[config.mk]
export PLATFORM = sky130hd
export DESIGN_NAME = usbf_ctrl
export DESIGN_NICKNAME = d
export VERILOG_FILES = /design/src/sv/usbf_pkg.sv /design/src/sv/usbf_ctrl.sv
export SDC_FILE = /design/constraint.sdc
export NUM_CORES = 1
export LEC_CHECK = 0
export BUFFER_PORTS_ARGS = -buffer_cell sky130_fd_sc_hd__buf_2
export CORE_AREA = 2 2 39 41
export DETAILED_ROUTE_END_ITERATION = 8
export DIE_AREA = 0 0 41 43
export SLEW_MARGIN = 20
export SYNTH_ARGS = -nofsm -noshare
export SYNTH_HDL_FRONTEND = slang
export SYNTH_SLANG_ARGS = --single-unit
[constraint.sdc]
create_clock -name clk -period 1.48 [get_ports clk]
set_input_delay 0.222 -clock clk [delete_from_list [all_inputs] [get_ports clk]]
set_output_delay 0.222 -clock clk [all_outputs]
set_load 0.02 [all_outputs]
[src/sv/usbf_pkg.sv]
// Shared types, constants and command/status structs for the URL seen bitmap filter.
package usbf_pkg;

    localparam int TABLE_BITS = 1048576;
    localparam int IDX_W      = $clog2(TABLE_BITS);
    localparam int WORD_W     = 32;
    localparam int BIT_W      = $clog2(WORD_W);
    localparam int ROWS       = TABLE_BITS / WORD_W;
    localparam int ROW_W      = $clog2(ROWS);
    localparam int BIDX_W     = 20;

    localparam int HASH_MUL = 31;
    localparam int DOC_MUL  = 23;

    localparam logic [7:0] CHAR_LOW  = 8'h41;
    localparam logic [7:0] CHAR_HIGH = 8'h7A;

    localparam logic [1:0] MODE_TEST = 2'd0;
    localparam logic [1:0] MODE_SET  = 2'd1;
    localparam logic [1:0] MODE_TSET = 2'd2;
    localparam logic [1:0] MODE_DOC  = 2'd3;

    typedef struct packed {
        logic [1:0] req_type;
        logic       first;
        logic [15:0] port;
        logic       char_valid;
        logic [7:0] char_byte;
        logic       last;
    } req_t;

    typedef struct packed {
        logic              already_seen;
        logic [BIDX_W-1:0] bit_index;
    } rsp_t;

    typedef struct packed {
        logic hash_load;
        logic rd_en;
        logic commit;
        logic clr_en;
    } cmd_t;

    typedef struct packed {
        logic item_last;
        logic clr_last;
    } status_t;

endpackage

[src/sv/usbf_ctrl.sv]
// Controller state machine: clearing pass, key intake, bitmap read and update, result handoff.
module usbf_ctrl (
    input  logic              clk,
    input  logic              rst_n,
    input  logic              req_valid,
    output logic              req_ready,
    output logic              rsp_valid,
    input  logic              rsp_ready,
    input  usbf_pkg::status_t status,
    output usbf_pkg::cmd_t    cmd
);
    import usbf_pkg::*;

    typedef enum logic [1:0] {
        ST_CLEAR,
        ST_RUN,
        ST_READ,
        ST_WRITE
    } state_t;

    state_t state_reg, state_next;
    logic   rsp_valid_reg, rsp_valid_next;
    logic   out_free;

    assign out_free  = !rsp_valid_reg || rsp_ready;
    assign req_ready = (state_reg == ST_RUN);

    always_comb
    begin
        state_next     = state_reg;
        rsp_valid_next = rsp_valid_reg;
        cmd            = '0;
        if (rsp_valid_reg && rsp_ready)
        begin
            rsp_valid_next = 1'b0;
        end
        unique case (state_reg)
            ST_CLEAR:
            begin
                cmd.clr_en = 1'b1;
                if (status.clr_last)
                begin
                    state_next = ST_RUN;
                end
            end
            ST_RUN:
            begin
                if (req_valid)
                begin
                    cmd.hash_load = 1'b1;
                    if (status.item_last)
                    begin
                        state_next = ST_READ;
                    end
                end
            end
            ST_READ:
            begin
                cmd.rd_en  = 1'b1;
                state_next = ST_WRITE;
            end
            ST_WRITE:
            begin
                if (out_free)
                begin
                    cmd.commit     = 1'b1;
                    rsp_valid_next = 1'b1;
                    state_next     = ST_RUN;
                end
            end
            default:
            begin
                state_next = ST_CLEAR;
            end
        endcase
    end

    always_ff @(posedge clk or negedge rst_n)
    begin
        if (!rst_n)
        begin
            state_reg     <= ST_CLEAR;
            rsp_valid_reg <= 1'b0;
        end
        else
        begin
            state_reg     <= state_next;
            rsp_valid_reg <= rsp_valid_next;
        end
    end

    assign rsp_valid = rsp_valid_reg;

endmodule

==> flow_summary.yaml <==
status:
  outcome: "finished, violations left"
  violations: "negative setup slack"
place:
  place.detailed.hpwl_um: 389
  dp_cells: 52
  dpl_cell_area_um2: 344
  io_buffers: 11
  place_congestion: 0.596
sta:
  drv_slew: 0
  worst_slack_ns: -0.0403
  relSlewSlack: 0.817
  setup_violations: 1
  worst_slew_pin_slew_ns: 0.274
  hold_violations: 0
  finalCritPeriodShare: 1.03
  period_minus_slack_ns: 1.52
  skew_ns: 0.00214
  rsz0062_at_grt: "yes"
  fmax_mhz: 658
route:
  drt-pass1-iter-count: 4
  wire_per_inst_um: 8.43
  routed-wl-met2_um: 271
  wl_met1_um: 199
  drtAntennaViolNets: 0
  num_vias: 221
  wl_met3_um: 43
  routed_wl_um: 514
  drt-initial-drc-count: 3
  drcViolationCount: 0
  via_per_inst: 3.62
  top_layer_used: "met3"
yosys:
  syn_nets: 31
  synth_top_area_cell: "dfrtp_1"
  synth-simple-area-share: 0.168
  synth.distinct_cells: 11
  synth_xor_area_frac: 0
  ys_warn_count: 0
  synth_seq_cells: 3
  syn_area_um2: 216
  syn-instance-count: 20
  synth_adder_area_share: 0.289
  synth_top_area_share: 0.347
  synth-compound-area-share: 0.0462
  synth_top_family_by_area: "adder cells"
  avgSynthCellArea_um2: 10.8
  ys_seq_area_frac: 0.347
  muxShareOfSynthArea: 0.0983
  synthTopCellsByArea: "dfrtp_1 (35%), ha_1 (29%), nand2b_1 (5.8%)"
final_layout:
  layout.nets: 57
  syn_to_final_growth_pct: 109
  largest_reg_flops: 2
  num-fill-cells: 152
  final_cell_area_um2: 452
  final_cells: 61
  drive_gt1_frac: 0.711
  post-route-util: 0.326
  antenna_cells: 0
clock_tree:
  cts.path.max_buffers: 2
  clock_latency_ns: 0.23
  root_buffer: "clkbuf_4"
  cts_buffers: 3
  cts_tree: "yes"
  path_clk_slew_ns: 0.04
  cts_sinks: 3
  cts_max_level: 1
hold_path:
  min_path_type: "in -> async"
floorplanning:
  dieHeight_um: 43
  dieArea_um2: 1760
  initial_core_util: 0.156
  die_w_um: 41
  design.core.area_um2: 1380
  rows: 14
  num_io_pins: 12
worst_setup_path:
  cp.required_ns: 1.59
  reg2regPathDepth: 5
  regToRegStartpoint: "state_reg[0]"
  path_class: "reg -> reg"
  path_cells: "inv_2 -> ha_4 -> a222oi_1 -> buf_4 -> mux2_4"
  startpoint_type: "flop"
  setup.worst_path.end: "state_reg[1]"
  r2r-end: "state_reg[1]"
  critPathMaxStageDelay_ns: 0.40
  arrival_ns: 1.63
  critPathLaunch: "state_reg[0]"
  cp_slowest_cell: "dfrtp_2"
  rrSetupSlack_ns: -0.04
  crit_path_max_fanout: 4
  end_kind: "flop"
global_routing:
  grt_use_total: 0.0673
  antenna_found_initial: 0
  grt_overflow: 0
  grt_pass1_vias: 201
  grt_max_degree: 5
  grt_pass1_wl_um: 717
pwr:
  ir_drop_mv: 0.752
  p_per_area_nw_per_um2: 2360
  leakagePower_uw: 0.000237
job:
  drv_cap: 0
==> how the worst min path moves through the flow <==
stage,startpoint,slack [ns],end,depth (start not counted)
4_1_cts,rsp_ready,0.28,rsp_valid,3
3_5_place_dp,rst_n,0.02,rsp_valid,1
5_1_grt,rst_n,0.32,state_reg[0],2
3_3_place_gp,rst_n,0.02,rsp_valid,1
2_1_floorplan,rst_n,-0.07,rsp_valid,0
6_report,rst_n,0.31,state_reg[0],2
==> what timing repair did <==
action	CTS	global route
pin swaps	1	1
buffers inserted	4	0
hold endpoints to repair	3	0
hold buffers	1	0
setup endpoints to repair	4	4
resized for setup	3	9
==> placed cells by master (no fill, tap or decap) <==
master,synthesis,final
nand2b_1,2,2
clkbuf_4,0,3
mux2i_1,1,1
nor2b_1,1,1
buf_2,0,9
a222oi_1,1,1
clkbuf_1,0,1
dfrtp_1,3,2
ha_2,0,1
inv_2,0,2
ha_1,5,2
buf_4,0,7
nand2_1,1,1
and2_4,0,2
dfrtp_2,0,1
ha_4,0,2
inv_1,3,1
mux2_4,0,1
buf_6,0,4
dlygate4sd3_1,0,1
==> critical path: cells and delay by family, from the launching register on <==
family	cells	cell delay [ns]
adders and majority gates	1	0.15
DFF	1	0.40
AOI/OAI and AO/OA	1	0.30
muxes	1	0.29
buffers and inverters	2	0.25
==> stage by stage <==
stage          TNS, ns  hold WS [ns]  setup WS (ns)  power (µW)
2_1_floorplan  -0.0728       -0.0736        -0.0728         494
3_3_place_gp   -0.0526        0.0197        -0.0526         698
3_5_place_dp    -0.157        0.0226         -0.111         708
4_1_cts        -0.0587         0.283        -0.0237         990
5_1_grt         -0.146         0.323        -0.0929        1150
6_report       -0.0403         0.306        -0.0403        1070
==> cell type report <==
type | count | area [µm²] | share of cell area
Sequential cell | 3 | 76.3 | 0.169
Timing Repair Buffer | 21 | 153 | 0.338
Tap cell | 16 | 20.0 | 0.0443
Multi-Input combinational cell | 14 | 165 | 0.366
Inverter | 3 | 11.3 | 0.0249
Clock buffer | 4 | 26.3 | 0.0582
==> Yosys cell counts <==
cell,number
mux2i_1,1
dfrtp_1,3
ha_1,5
nand2b_1,2
nor2b_1,1
mux2_1,1
and2_2,1
nand2_1,1
inv_1,3
a222oi_1,1
and2_1,1
==> report_power, final <==
part | total [µW] | internal, µW | switching, µW
Combinational | 752 | 442 | 310
Clock | 141 | 101 | 40.5
Sequential | 172 | 129 | 42.7
Total | 1070 | 672 | 394
==> metal layers <==
metal	up-vias	global-route usage
li1	114	-
met1	96	0.0611
met2	11	0.0938
met3	0	0.0314
met4	0	0.0800
met5	-	0
==> cell families (layout without fill, tap and decap cells) <==
logic type,Yosys count,count (layout)
buf+inv,3,28
fa+ha+maj,5,5
compound gates,1,1
mux,2,2
simple gates,6,6
flops,3,3
Power figures use the tool's default switching activity.
